[src/rtl/steim1_frame_decoder_macros.svh]
// ---------------------------------------------------------------------------
// Steim1 frame decoder assertion macros
// Shared concurrent assertion forms for the decoder RTL.
// ---------------------------------------------------------------------------
`ifndef STEIM1_FRAME_DECODER_MACROS_SVH
`define STEIM1_FRAME_DECODER_MACROS_SVH

// Same-cycle implication, disabled while reset is asserted.
`define STFD_ASSERT_IMPLIES(lbl, clk, rst_n, ante, cons, msg) \
    lbl: assert property (@(posedge clk) disable iff (!(rst_n)) (ante) |-> (cons)) \
        else $error(msg);

// Next-cycle implication, disabled while reset is asserted.
`define STFD_ASSERT_NEXT(lbl, clk, rst_n, ante, cons, msg) \
    lbl: assert property (@(posedge clk) disable iff (!(rst_n)) (ante) |=> (cons)) \
        else $error(msg);

`endif

[src/rtl/stfd_pkg.sv]
// ---------------------------------------------------------------------------
// stfd_pkg
// Types and constants shared by the Steim1 frame decoder modules.
// ---------------------------------------------------------------------------
package stfd_pkg;

    localparam int WORD_BITS       = 32;
    localparam int WORDS_PER_FRAME = 16;
    localparam int POS_BITS        = $clog2(WORDS_PER_FRAME);
    localparam int IN_COUNT_BITS   = 16;
    localparam int QUEUE_DEPTH     = 2;

    // Control word: code of frame word w sits at bits CTRL_TOP_SHIFT-2w +: 2
    localparam logic [4:0] CTRL_TOP_SHIFT = 5'd30;
    localparam logic [4:0] BYTE_TOP_SHIFT = 5'd24;

    localparam logic [1:0] CODE_SKIP   = 2'd0;
    localparam logic [1:0] CODE_BYTES  = 2'd1;
    localparam logic [1:0] CODE_HALVES = 2'd2;
    localparam logic [1:0] CODE_WORD   = 2'd3;

    localparam logic ENC_RAW   = 1'b0;
    localparam logic ENC_STEIM = 1'b1;

    typedef enum logic [1:0] {
        CMD_RAW,    // emit the word, running value untouched
        CMD_X0,     // load running value with the word and emit it
        CMD_DIFF    // add packed differences to the running value
    } cmd_kind_t;

    typedef enum logic [1:0] {
        DW_BYTE,
        DW_HALF,
        DW_WORD
    } diff_width_t;

    typedef struct packed {
        cmd_kind_t       kind;
        diff_width_t     width;
        logic [31:0]     word;
        logic [1:0]      first_idx;   // index of first difference to use
        logic [2:0]      num;         // samples to emit, 1..4
        logic            done;        // last emitted sample ends the record
    } cmd_t;

    typedef struct packed {
        logic        full;
        logic        empty;
    } queue_status_t;

    typedef struct packed {
        logic [31:0] data_word;
        logic        new_record;
        logic [15:0] record_samples;
    } in_item_t;

    typedef struct packed {
        logic signed [31:0] sample;
        logic               last_of_run;
        logic               record_done;
    } out_item_t;

endpackage

[src/rtl/stfd_front.sv]
// ---------------------------------------------------------------------------
// stfd_front
// Accepts data words, tracks frame position and sample count, and turns
// each word that yields samples into a command for the sample back end.
// ---------------------------------------------------------------------------
module stfd_front #(
    parameter int COUNT_BITS = 16
) (
    input  logic                    aclk,
    input  logic                    aresetn,
    input  logic                    cfg_we,
    input  logic                    cfg_wdata,
    input  logic                    s_valid,
    output logic                    s_ready,
    input  stfd_pkg::in_item_t      s_data,
    input  stfd_pkg::queue_status_t q_status,
    output logic                    push,
    output stfd_pkg::cmd_t          push_cmd
);
    import stfd_pkg::*;

    logic                  mode_reg;
    logic [31:0]           ctrl_reg, ctrl_next;
    logic [POS_BITS-1:0]   pos_reg, pos_next;
    logic [COUNT_BITS-1:0] left_reg, left_next;
    logic                  first_frame_reg, first_frame_next;
    logic                  skip_reg, skip_next;

    logic                          accept;
    logic [COUNT_BITS+IN_COUNT_BITS-1:0] count_wide;
    logic [COUNT_BITS-1:0]         count_load;
    logic [COUNT_BITS-1:0]         left_eff;
    logic [POS_BITS-1:0]           pos_eff;
    logic                          first_eff;
    logic                          skip_eff;
    logic [4:0]                    code_shift;
    logic [1:0]                    code;
    logic [2:0]                    diff_cnt;
    logic [2:0]                    avail;
    logic [2:0]                    num;
    logic                          emit;

    assign s_ready = !q_status.full;
    assign accept  = s_valid && s_ready;

    assign count_wide = {{COUNT_BITS{1'b0}}, s_data.record_samples};
    assign count_load = count_wide[COUNT_BITS-1:0];

    always_comb begin
        left_eff  = s_data.new_record ? count_load : left_reg;
        pos_eff   = s_data.new_record ? '0 : pos_reg;
        first_eff = s_data.new_record ? 1'b1 : first_frame_reg;
        skip_eff  = s_data.new_record ? 1'b0 : skip_reg;

        code_shift = CTRL_TOP_SHIFT - {pos_eff, 1'b0};
        code       = 2'(ctrl_reg >> code_shift);

        case (code)
            CODE_BYTES:  diff_cnt = 3'd4;
            CODE_HALVES: diff_cnt = 3'd2;
            CODE_WORD:   diff_cnt = 3'd1;
            default:     diff_cnt = 3'd0;
        endcase
        avail = (diff_cnt != 3'd0 && skip_eff) ? diff_cnt - 3'd1 : diff_cnt;
        num   = (left_eff < COUNT_BITS'(avail)) ? left_eff[2:0] : avail;

        ctrl_next        = ctrl_reg;
        pos_next         = pos_eff;
        left_next        = left_eff;
        first_frame_next = first_eff;
        skip_next        = skip_eff;
        emit             = 1'b0;

        push_cmd.kind      = CMD_DIFF;
        push_cmd.width     = DW_WORD;
        push_cmd.word      = s_data.data_word;
        push_cmd.first_idx = {1'b0, skip_eff};
        push_cmd.num       = num;
        push_cmd.done      = (left_eff == COUNT_BITS'(num));

        case (code)
            CODE_BYTES:  push_cmd.width = DW_BYTE;
            CODE_HALVES: push_cmd.width = DW_HALF;
            default:     push_cmd.width = DW_WORD;
        endcase

        if (left_eff != '0) begin
            if (mode_reg == ENC_RAW) begin
                emit           = 1'b1;
                push_cmd.kind  = CMD_RAW;
                push_cmd.num   = 3'd1;
                push_cmd.done  = (left_eff == COUNT_BITS'(1));
                left_next      = left_eff - COUNT_BITS'(1);
            end else begin
                pos_next = pos_eff + POS_BITS'(1);
                if (pos_next == '0) begin
                    first_frame_next = 1'b0;
                end
                if (pos_eff == '0) begin
                    ctrl_next = s_data.data_word;
                end else if (first_eff && pos_eff == POS_BITS'(1)) begin
                    emit          = 1'b1;
                    push_cmd.kind = CMD_X0;
                    push_cmd.num  = 3'd1;
                    push_cmd.done = (left_eff == COUNT_BITS'(1));
                    left_next     = left_eff - COUNT_BITS'(1);
                    skip_next     = 1'b1;
                end else if (first_eff && pos_eff == POS_BITS'(2)) begin
                    // word 2 of the first frame carries the last sample: drop
                end else begin
                    if (diff_cnt != 3'd0) begin
                        skip_next = 1'b0;
                    end
                    emit      = (num != 3'd0);
                    left_next = left_eff - COUNT_BITS'(num);
                end
            end
        end
    end

    assign push = accept && emit;

    always_ff @(posedge aclk) begin
        if (!aresetn) begin
            mode_reg        <= ENC_STEIM;
            ctrl_reg        <= '0;
            pos_reg         <= '0;
            left_reg        <= '0;
            first_frame_reg <= 1'b0;
            skip_reg        <= 1'b0;
        end else begin
            if (cfg_we) begin
                mode_reg <= cfg_wdata;
            end
            if (accept) begin
                ctrl_reg        <= ctrl_next;
                pos_reg         <= pos_next;
                left_reg        <= left_next;
                first_frame_reg <= first_frame_next;
                skip_reg        <= skip_next;
            end
        end
    end

endmodule

[src/rtl/stfd_queue.sv]
// ---------------------------------------------------------------------------
// stfd_queue
// Short command queue between the word front end and the sample back end.
// ---------------------------------------------------------------------------
module stfd_queue (
    input  logic                    aclk,
    input  logic                    aresetn,
    input  logic                    push,
    input  stfd_pkg::cmd_t          push_cmd,
    input  logic                    pop,
    output stfd_pkg::cmd_t          head_cmd,
    output stfd_pkg::queue_status_t status
);
    import stfd_pkg::*;

    localparam int PTR_BITS = (QUEUE_DEPTH > 1) ? $clog2(QUEUE_DEPTH) : 1;
    localparam int CNT_BITS = $clog2(QUEUE_DEPTH + 1);

    cmd_t                mem [QUEUE_DEPTH];
    logic [PTR_BITS-1:0] wr_ptr_reg, rd_ptr_reg;
    logic [CNT_BITS-1:0] count_reg;

    assign status.full  = (count_reg == CNT_BITS'(QUEUE_DEPTH));
    assign status.empty = (count_reg == '0);
    assign head_cmd     = mem[rd_ptr_reg];

    always_ff @(posedge aclk) begin
        if (push) begin
            mem[wr_ptr_reg] <= push_cmd;
        end
    end

    always_ff @(posedge aclk) begin
        if (!aresetn) begin
            wr_ptr_reg <= '0;
            rd_ptr_reg <= '0;
            count_reg  <= '0;
        end else begin
            if (push) begin
                wr_ptr_reg <= (wr_ptr_reg == PTR_BITS'(QUEUE_DEPTH - 1)) ? '0
                                                        : wr_ptr_reg + PTR_BITS'(1);
            end
            if (pop) begin
                rd_ptr_reg <= (rd_ptr_reg == PTR_BITS'(QUEUE_DEPTH - 1)) ? '0
                                                        : rd_ptr_reg + PTR_BITS'(1);
            end
            case ({push, pop})
                2'b10:   count_reg <= count_reg + CNT_BITS'(1);
                2'b01:   count_reg <= count_reg - CNT_BITS'(1);
                default: count_reg <= count_reg;
            endcase
        end
    end

endmodule

[src/rtl/stfd_back.sv]
// ---------------------------------------------------------------------------
// stfd_back
// Executes queued commands: extracts differences, keeps the running value
// and emits one sample per cycle to the output register while not stalled.
// ---------------------------------------------------------------------------
module stfd_back (
    input  logic                    aclk,
    input  logic                    aresetn,
    input  stfd_pkg::cmd_t          head_cmd,
    input  stfd_pkg::queue_status_t q_status,
    output logic                    pop,
    output logic                    m_valid,
    input  logic                    m_ready,
    output stfd_pkg::out_item_t     m_data
);
    import stfd_pkg::*;

    logic [31:0] run_reg, run_next;
    logic [1:0]  emit_cnt_reg;
    logic        m_valid_reg;
    out_item_t   m_data_reg;

    logic        fire;
    logic [1:0]  idx;
    logic        last;
    logic [31:0] diff;
    logic [31:0] value;
    logic [7:0]  byte_sel;
    logic [15:0] half_sel;

    assign fire = !q_status.empty && (!m_valid_reg || m_ready);
    assign idx  = head_cmd.first_idx + emit_cnt_reg;
    assign last = ({1'b0, emit_cnt_reg} + 3'd1 == head_cmd.num);
    assign pop  = fire && last;

    always_comb begin
        byte_sel = 8'(head_cmd.word >> (BYTE_TOP_SHIFT - {idx, 3'b000}));
        half_sel = idx[0] ? head_cmd.word[15:0] : head_cmd.word[31:16];
        case (head_cmd.width)
            DW_BYTE: diff = {{24{byte_sel[7]}}, byte_sel};
            DW_HALF: diff = {{16{half_sel[15]}}, half_sel};
            default: diff = head_cmd.word;
        endcase

        case (head_cmd.kind)
            CMD_DIFF: begin
                value    = run_reg + diff;
                run_next = value;
            end
            CMD_X0: begin
                value    = head_cmd.word;
                run_next = head_cmd.word;
            end
            default: begin
                value    = head_cmd.word;
                run_next = run_reg;
            end
        endcase
    end

    assign m_valid = m_valid_reg;
    assign m_data  = m_data_reg;

    always_ff @(posedge aclk) begin
        if (fire) begin
            m_data_reg.sample      <= value;
            m_data_reg.last_of_run <= last;
            m_data_reg.record_done <= last && head_cmd.done;
        end
    end

    always_ff @(posedge aclk) begin
        if (!aresetn) begin
            run_reg      <= '0;
            emit_cnt_reg <= '0;
            m_valid_reg  <= 1'b0;
        end else begin
            if (fire) begin
                run_reg      <= run_next;
                emit_cnt_reg <= last ? 2'd0 : emit_cnt_reg + 2'd1;
                m_valid_reg  <= 1'b1;
            end else if (m_ready) begin
                m_valid_reg  <= 1'b0;
            end
        end
    end

endmodule

[src/rtl/steim1_frame_decoder.sv]
// ---------------------------------------------------------------------------
// steim1_frame_decoder
// Decodes a record's data area, Steim1 frames or raw 32-bit samples.
// ---------------------------------------------------------------------------
// Usage:
//   s_* is the word channel (valid/ready). Each transfer carries one 32-bit
//   data word; new_record marks the first word of a record and brings its
//   sample count in record_samples.
//   m_* is the sample channel (valid/ready). Each transfer carries one
//   decoded sample, last_of_run on the final sample of an input word and
//   record_done on the record's final sample.
//   cfg_we/cfg_wdata write encoding_mode (0 raw, 1 Steim1); write it only
//   while the block is idle.
// Path: an accepted word's command is written into the queue, then its first
//   sample is registered in the output register before it reaches m_*.
// Throughput: one sample per cycle while m_ready is high, set by the single
//   output register of the back end; a byte word yields up to four samples,
//   a halfword word up to two, every other word one sample or none.
// Reset: synchronous, active low; empties the command queue, drops any
//   pending output, selects Steim1 mode and ignores words until a record
//   starts.
// Stall: when m_ready is low the output holds, the back end stops, and the
//   two-entry queue fills before s_ready drops.
// ---------------------------------------------------------------------------
`include "steim1_frame_decoder_macros.svh"

module steim1_frame_decoder #(
    parameter int COUNT_BITS = 16
) (
    input  logic                aclk,
    input  logic                aresetn,
    input  logic                cfg_we,
    input  logic                cfg_wdata,
    input  logic                s_valid,
    output logic                s_ready,
    input  stfd_pkg::in_item_t  s_data,
    output logic                m_valid,
    input  logic                m_ready,
    output stfd_pkg::out_item_t m_data
);
    import stfd_pkg::*;

    // Front end -> queue
    logic          push;
    cmd_t          push_cmd;
    // Queue -> back end
    cmd_t          head_cmd;
    logic          pop;
    queue_status_t q_status;

    // Classify words and track frame position and remaining count.
    stfd_front #(
        .COUNT_BITS (COUNT_BITS)
    ) u_front (
        .aclk      (aclk),
        .aresetn   (aresetn),
        .cfg_we    (cfg_we),
        .cfg_wdata (cfg_wdata),
        .s_valid   (s_valid),
        .s_ready   (s_ready),
        .s_data    (s_data),
        .q_status  (q_status),
        .push      (push),
        .push_cmd  (push_cmd)
    );

    // Hold commands so the word side keeps moving while samples drain.
    stfd_queue u_queue (
        .aclk     (aclk),
        .aresetn  (aresetn),
        .push     (push),
        .push_cmd (push_cmd),
        .pop      (pop),
        .head_cmd (head_cmd),
        .status   (q_status)
    );

    // Expand commands into samples, one per cycle unless the output stalls.
    stfd_back u_back (
        .aclk     (aclk),
        .aresetn  (aresetn),
        .head_cmd (head_cmd),
        .q_status (q_status),
        .pop      (pop),
        .m_valid  (m_valid),
        .m_ready  (m_ready),
        .m_data   (m_data)
    );

    // A command is never written into a full queue.
    `STFD_ASSERT_IMPLIES(a_no_push_full, aclk, aresetn, push, !q_status.full,
        "command pushed into full queue")

    // Every queued command emits at least one and at most four samples.
    `STFD_ASSERT_IMPLIES(a_push_num, aclk, aresetn, push,
        push_cmd.num != 3'd0 && push_cmd.num <= 3'd4, "command sample count out of range")

    // The record's final sample always closes its word's run.
    `STFD_ASSERT_IMPLIES(a_done_last, aclk, aresetn, m_valid && m_data.record_done,
        m_data.last_of_run, "record_done without last_of_run")

    // A pop without a push frees the head slot: the queue cannot be full right after.
    `STFD_ASSERT_NEXT(a_pop_frees, aclk, aresetn, pop && !push, !q_status.full,
        "queue still full after pop")

endmodule

[config.mk]
export PLATFORM = sky130hd
export DESIGN_NAME = steim1_frame_decoder
export DESIGN_NICKNAME = d
export VERILOG_FILES = /design/src/rtl/stfd_pkg.sv /design/src/rtl/stfd_front.sv /design/src/rtl/stfd_queue.sv /design/src/rtl/stfd_back.sv /design/src/rtl/steim1_frame_decoder.sv
export VERILOG_INCLUDE_DIRS = /design/src /design/src/rtl
export SDC_FILE = /design/constraint.sdc
export NUM_CORES = 1
export LEC_CHECK = 0
export ABC_AREA = 1
export BUFFER_PORTS_ARGS = -buffer_cell sky130_fd_sc_hd__clkbuf_2
export CORE_MARGIN = 1.5
export CORE_UTILIZATION = 50
export DETAILED_ROUTE_END_ITERATION = 7
export GPL_TIMING_DRIVEN = 0
export PLACE_DENSITY = 0.71
export SLEW_MARGIN = 20
export SYNTH_ARGS = -nofsm -noshare
export SYNTH_HDL_FRONTEND = slang
export SYNTH_HIERARCHICAL = 1
export SYNTH_SLANG_ARGS = --single-unit
[constraint.sdc]
create_clock -name aclk -period 11.1 [get_ports aclk]
set_clock_uncertainty 0.05 [all_clocks]
set_input_delay 1.11 -clock aclk [delete_from_list [all_inputs] [get_ports aclk]]
set_output_delay 1.11 -clock aclk [all_outputs]
set_load 0.02 [all_outputs]
Word level (Yosys, flattened, before mapping)
Memories as Yosys holds them, arrays and structs flattened. A register that Yosys moved wholly into a read port is not among the register bits.
Cells that the tools add are included.
{"block": "op_classes", "div_mod_pow": 0, "n_mul": 0, "eq_ne": 14, "mux": 51, "bitwise_logic": 0, "reduce_logical": 24, "addsub": 14, "n_lt_le_gt_ge": 1, "n_shift": 2}
{"cell": "case mux 32 bit (2 select lines)", "n": 2}
{"cell": "two-way mux 16 bit", "n": 7}
{"cell": "adder 32 bit", "n": 1}
{"cell": "two-way mux 32 bit", "n": 1}
{"cell": "right shift 32 x 5 -> 2 bit", "n": 1}
{"cell": "right shift 32 x 5 -> 8 bit", "n": 1}
{"cell": "two-way mux 4 bit", "n": 7}
{"cell": "two-way mux 1 bit", "n": 24}
{"cell": "equality test 16 x 1 -> 1 bit, second input constant", "n": 1}
{"cell": "equality test 16 x 3 -> 1 bit", "n": 1}
{"cell": "< comparator 16 x 3 -> 1 bit", "n": 1}
{"cell": "nonzero test 16 bit", "n": 1}
{"cell": "subtractor 16 x 1 -> 16 bit, second input constant", "n": 1}
{"cell": "subtractor 16 x 3 -> 16 bit", "n": 1}
{"cell": "equality test 2 bit, second input constant", "n": 5}
{"cell": "two-way mux 2 bit", "n": 5}
{"cell": "subtractor 5 bit, first input constant", "n": 2}
{"cell": "case mux 3 bit (3 select lines)", "n": 1}
{"cell": "equality test 2 x 1 -> 1 bit, second input constant", "n": 4}
{"cell": "logical AND 1 bit", "n": 8}
{"cell": "logical NOT 4 bit", "n": 2}
{"cell": "case mux 2 bit (2 select lines)", "n": 2}
{"cell": "two-way mux 3 bit", "n": 2}
{"cell": "nonzero test 2 bit", "n": 3}
{"cell": "16 further kinds", "n": 22}
{"block": "word_totals", "latchBits": 0, "word_cells": 122, "mem_count": 1, "register_bits": 128, "mem_bits_ro": 0, "inputBits": 55, "output_inout_bits": 36, "mem_bits_rw": 82}
{"memory": "u_queue.mem", "words": 2, "width": 41, "read_ports": 1, "rd_clocked_by_memory_dff": 1, "wr": 1, "line_no": "stfd_queue.sv:19", "rtl": "cmd_t mem [QUEUE_DEPTH];"}

Depth between registers and ports, before layout
{"block": "depth", "depth_word": 19, "ltp_mapped": 37, "mapped_depth_nobuf": 35}

Cells and area by module
Netlist, hierarchy kept.
{"mod": "stfd_back", "n_inst": 1, "seq_area_each_um2": 1721.7, "cells_each": 883, "area_per_inst_um2": 5785.5}
{"mod": "stfd_front", "n_inst": 1, "seq_area_each_um2": 1101.1, "cells_each": 760, "area_per_inst_um2": 4652.0}
{"mod": "stfd_queue", "n_inst": 1, "seq_area_each_um2": 2622.5, "cells_each": 166, "area_per_inst_um2": 3463.3}

Worst setup path after synthesis
No wires, ideal clock.
{"block": "synth_path", "path_kind": "input-to-reg", "start": "in s_data[16] in the netlist's numbering", "end": "mem u_queue/mem[0][0] in the netlist's numbering, enable pin", "setup_time_ps": 441, "t_required_ps": 10609, "path_buffers": 2, "arrival_ps": 5358, "path_slack_ps": 5251, "path_stages": 26, "cell_sequence": "buf_4 nor2_1 nand2_1 nand3_1 nand3_1 nand3_1 nand2_1 inv_1 ha_1 inv_1 nand2_1 nand2_1 nand3_1 nand3_1 nand3_1 nand2_1 nand2_1 nand2_2 buf_6 o21ai_0 inv_1 nand3_1 a21oi_1 nor3_1 inv_1 nor2_1"}
{"block": "synth_between", "elab_chain_cells": 19, "word_cells_on_any_way": 31, "cone_classes": "add/sub (2); order compare (1); eq/ne (5); shift (1); mux (14); reduce/logical (8)"}
{"element": "start: declaration", "line_no": "steim1_frame_decoder.sv:36", "rtl": "input stfd_pkg::in_item_t s_data,"}
{"element": "parallel branches: the longest is 15 deep, another holds < comparator 16 x 3 -> 1 bit"}
{"element": "two-way mux 1 bit *", "line_no": "stfd_front.sv:87", "rtl": "if (left_eff != '0) begin"}
{"element": "logical AND 1 bit *", "line_no": "stfd_front.sv:121", "rtl": "assign push = accept && emit;"}
{"element": "net push", "line_no": "steim1_frame_decoder.sv:44", "rtl": "logic push;"}
{"element": "two-way mux 1 bit *", "line_no": "stfd_queue.sv:28", "rtl": "if (push) begin"}
{"element": "two-way mux 1 bit (implied by the code) *", "line_no": "stfd_queue.sv:29", "rtl": "mem[wr_ptr_reg] <= push_cmd;"}
{"element": "end: declaration", "line_no": "stfd_queue.sv:19"}
Mark *: on every way through the listed nets, which the timed path passes.

Final worst setup path
{"block": "layout_path", "start": "in s_data[16] in the netlist's numbering", "end": "mem u_queue/mem[0][21] in the netlist's numbering, enable pin"}
Same word-level chain as after synthesis.

==> flow_metrics.py <==
metrics = {
    "clock_tree": {
        "numCtsBuffers": 26,
        "cts_root_buf": "clkbuf_16",
        "post_cts_buffers": 0,
        "clkLatencyLatePin_ns": 0.55,
        "htree_levels": 1,
        "postCtsHoldBufs": 0,
        "cts_sinks": 213,
        "cts_tree": "yes",
        "clock_path_buffers": 3,
        "clk_pin_slew_ns": 0.06,
        "cts_resized": 0,
    },
    "global_routing": {
        "use_met2_pct": 50.7,
        "antenna_found_initial": 0,
        "grt_max_degree": 34,
        "gr-usage-met3_pct": 3.50,
        "grt-ovfl-total": 0,
        "grt_use_total_pct": 29.8,
        "use_met1_pct": 38.3,
        "grt_pass1_wl_mm": 66.3,
        "grt_busiest_layer": "met2",
        "grt_pass1_vias": 12300,
    },
    "logic_synthesis": {
        "syn-num-nets": 1912,
        "ys_seq_elements": 213,
        "synth_top_area_share_pct": 25.5,
        "synth_area_sq_mm": 0.0139,
        "synth.avg_cell_area_sq_um": 7.68,
        "yosys.area.top_type": "edfxtp_1",
        "synth_edf_count": 118,
        "async_flop_share_pct": 0,
        "synthDistinctLibCells": 57,
        "synth_warnings": 6,
        "synth_cells": 1809,
        "seq_area_frac_synth_pct": 39.2,
        "ys_top_cells_by_area": "edfxtp_1, dfxtp_1, nand2_1",
        "synth-main-ff-cell": "edfxtp_1",
    },
    "sta": {
        "hold_viol_final": 0,
        "rsz0062_at_grt": "false",
        "worstMarginPinSlew_ns": 1.03,
        "post-route-period-util_pct": 45.6,
        "finalWorstSetupSlack_ns": 6.04,
        "maxSlewViolCount": 0,
        "fin_crit_ns": 5.06,
        "setup_viol": 0,
        "setup-tns-final_ns": 0,
        "slew_headroom_pct": 30.9,
        "fmax_mhz": 197,
    },
    "final_layout": {
        "final_common_cell": "nand2_1",
        "layout.nets": 2033,
        "final_cell_area_sq_mm": 0.0158,
        "final_cell_mix": "nand2_1, a21oi_1, inv_1",
        "drive_gt1_share_pct": 16.3,
        "largest_reg_flops": 84,
        "n_antenna_cell": 0,
        "syn_to_final_growth_pct": 13.3,
        "final_cells": 2322,
    },
    "placement": {
        "portBuffers": 90,
        "pre_cts_slack_ns": 5.47,
        "placed_area_sq_mm": 0.0149,
        "dp_cells": 2274,
        "dpl.hpwl_mm": 33.2,
        "gp_congestion": 0.994,
    },
    "route": {
        "drt.antenna.violating_nets": 0,
        "drc": 0,
        "drt_pass1_iterations": 5,
        "routedWlPerCell_um": 18.6,
        "vias_per_cell": 5.59,
        "wl_mm": 43.2,
        "first_iter_violations": 1078,
        "num_vias": 13000,
    },
    "worst_hold_path": {
        "hold_class": "reg -> reg",
    },
    "critical_path": {
        "rr_endpoint": "u_back/m_data[24]",
        "rrSetupSlack_ns": 6.25,
        "crit_type": "in -> reg",
        "required_ns": 11.30,
        "startpoint_type": "input pin",
        "r2r_cells": 25,
        "startpoint": "s_data[16]",
        "cp_max_fo": 24,
        "end_kind": "flip-flop",
        "cp.arrival_ns": 5.26,
        "cp-endpoint": "u_queue/mem[0][21]",
    },
    "status": {
        "status": "finished clean",
    },
    "floorplanning": {
        "core-area_sq_mm": 0.0271,
        "dieWidth_um": 170,
        "rows": 60,
        "die_area_sq_mm": 0.0288,
        "io_pins": 91,
        "dieHeight_um": 170,
        "initial_utilization_pct": 51.3,
    },
    "flow_run": {
        "max-cap-violations": 0,
    },
    "power": {
        "fin_total_pwr_mw": 2.50,
        "ir_drop_mv": 0.156,
        "power.density_mw_per_mm2": 158,
        "p_leak_nw": 6.92,
    },
}
==> final cells by class <==
cell class | instances | area [sq um]
Buffer | 105 | 688
Clock buffer | 32 | 704
Clock inverter | 16 | 141
Fill cell | 2528 | 11300
Inverter | 186 | 698
Multi-Input combinational cell | 1305 | 7080
Sequential cell | 213 | 5450
Tap cell | 372 | 465
Timing Repair Buffer | 93 | 526
==> power breakdown <==
part	total [mW]	switching [mW]	internal [mW]	leakage, nW
combinational	0.734	0.489	0.245	4.67
clock	0.839	0.359	0.479	0.400
sequential	0.924	0.0255	0.899	1.86
total	2.50	0.874	1.62	6.92
==> cell usage after synthesis, types with 4 or more instances <==
master	n
nand2_1	406
a21oi_1	183
inv_1	167
nor2_1	165
nand3_1	151
edfxtp_1	118
dfxtp_1	95
o21ai_0	90
ha_1	47
clkbuf_1	42
buf_4	40
mux2_4	40
nor3_1	22
xor2_1	22
a31oi_1	16
inv_2	16
nand2_2	16
o22ai_1	14
nand4_1	12
xnor2_1	12
or2_2	11
or2_1	10
a211oi_1	9
nand3_2	9
o211ai_1	9
buf_2	8
o21ai_1	8
o21ai_2	8
buf_6	7
nor2_2	6
a21oi_2	5
buf_12	4
nor4_1	4
o21a_1	4
o21bai_1	4
==> layer usage <==
metal  part of all wire [%]  vias to the layer above
met2                     47                      519
met4                    4.3                        0
li1                       -                     6303
met5                      0                        -
met1                     42                     6067
met3                    6.7                       93
==> worst min path at each step <==
stage / slack (ns) / endpoint / from / cells past startpoint
floorplan: 0.38 / u_front/first_frame_reg / u_front/first_frame_reg / 2
global route: 0.43 / u_front/left_reg[12] / u_front/left_reg[12] / 2
detailed placement: 0.40 / u_front/ctrl_reg[18] / u_front/ctrl_reg[18] / 2
finish: 0.41 / u_front/ctrl_reg[20] / u_front/ctrl_reg[20] / 2
global placement: 0.40 / u_front/ctrl_reg[30] / u_front/ctrl_reg[30] / 2
CTS: 0.41 / u_front/ctrl_reg[20] / u_front/ctrl_reg[20] / 2
==> logic make-up (layout without fill, tap and decap cells) <==
logic type                 Yosys count  in the layout  synth area share, %
and+or+nand+nor                    819            819                 25.4
adders and majority gates           48             48                 4.37
muxes                               43             43                 4.55
other                                1              1               0.0270
DFF                                213            213                 39.2
xor gates and xnor gates            34             34                 2.14
buffers and inverters              291            432                 9.97
AOI/OAI and AO/OA                  360            360                 14.4
==> critical path, stage by stage <==
cell      delay [ns]
clkbuf_2        0.11
buf_4           0.19
nor2_1          0.39
nand2_1         0.09
nand3_1         0.08
nand3_1         0.07
nand3_1         0.09
nand2_1         0.16
inv_1           0.14
ha_1            0.24
inv_1           0.07
nand2_1         0.08
nand2_1         0.05
nand3_1         0.07
nand3_1         0.09
nand3_1         0.12
nand2_1         0.05
nand2_1         0.08
nand2_2         0.08
buf_6           0.15
o21ai_0         0.29
inv_1           0.10
nand3_1         0.08
a21oi_1         0.07
nor3_1          0.25
inv_1           0.16
nor2_4          0.52
buf_16          0.25
==> metrics by stage <==
step | utilization, % | hold slack, ns
finish | 58.1 | 0.411
floorplan | - | 0.384
global placement | 54.7 | 0.398
CTS | 58.1 | 0.412
global route | 58.1 | 0.433
detailed placement | 55.0 | 0.403
Power figures use the tool's default switching activity.
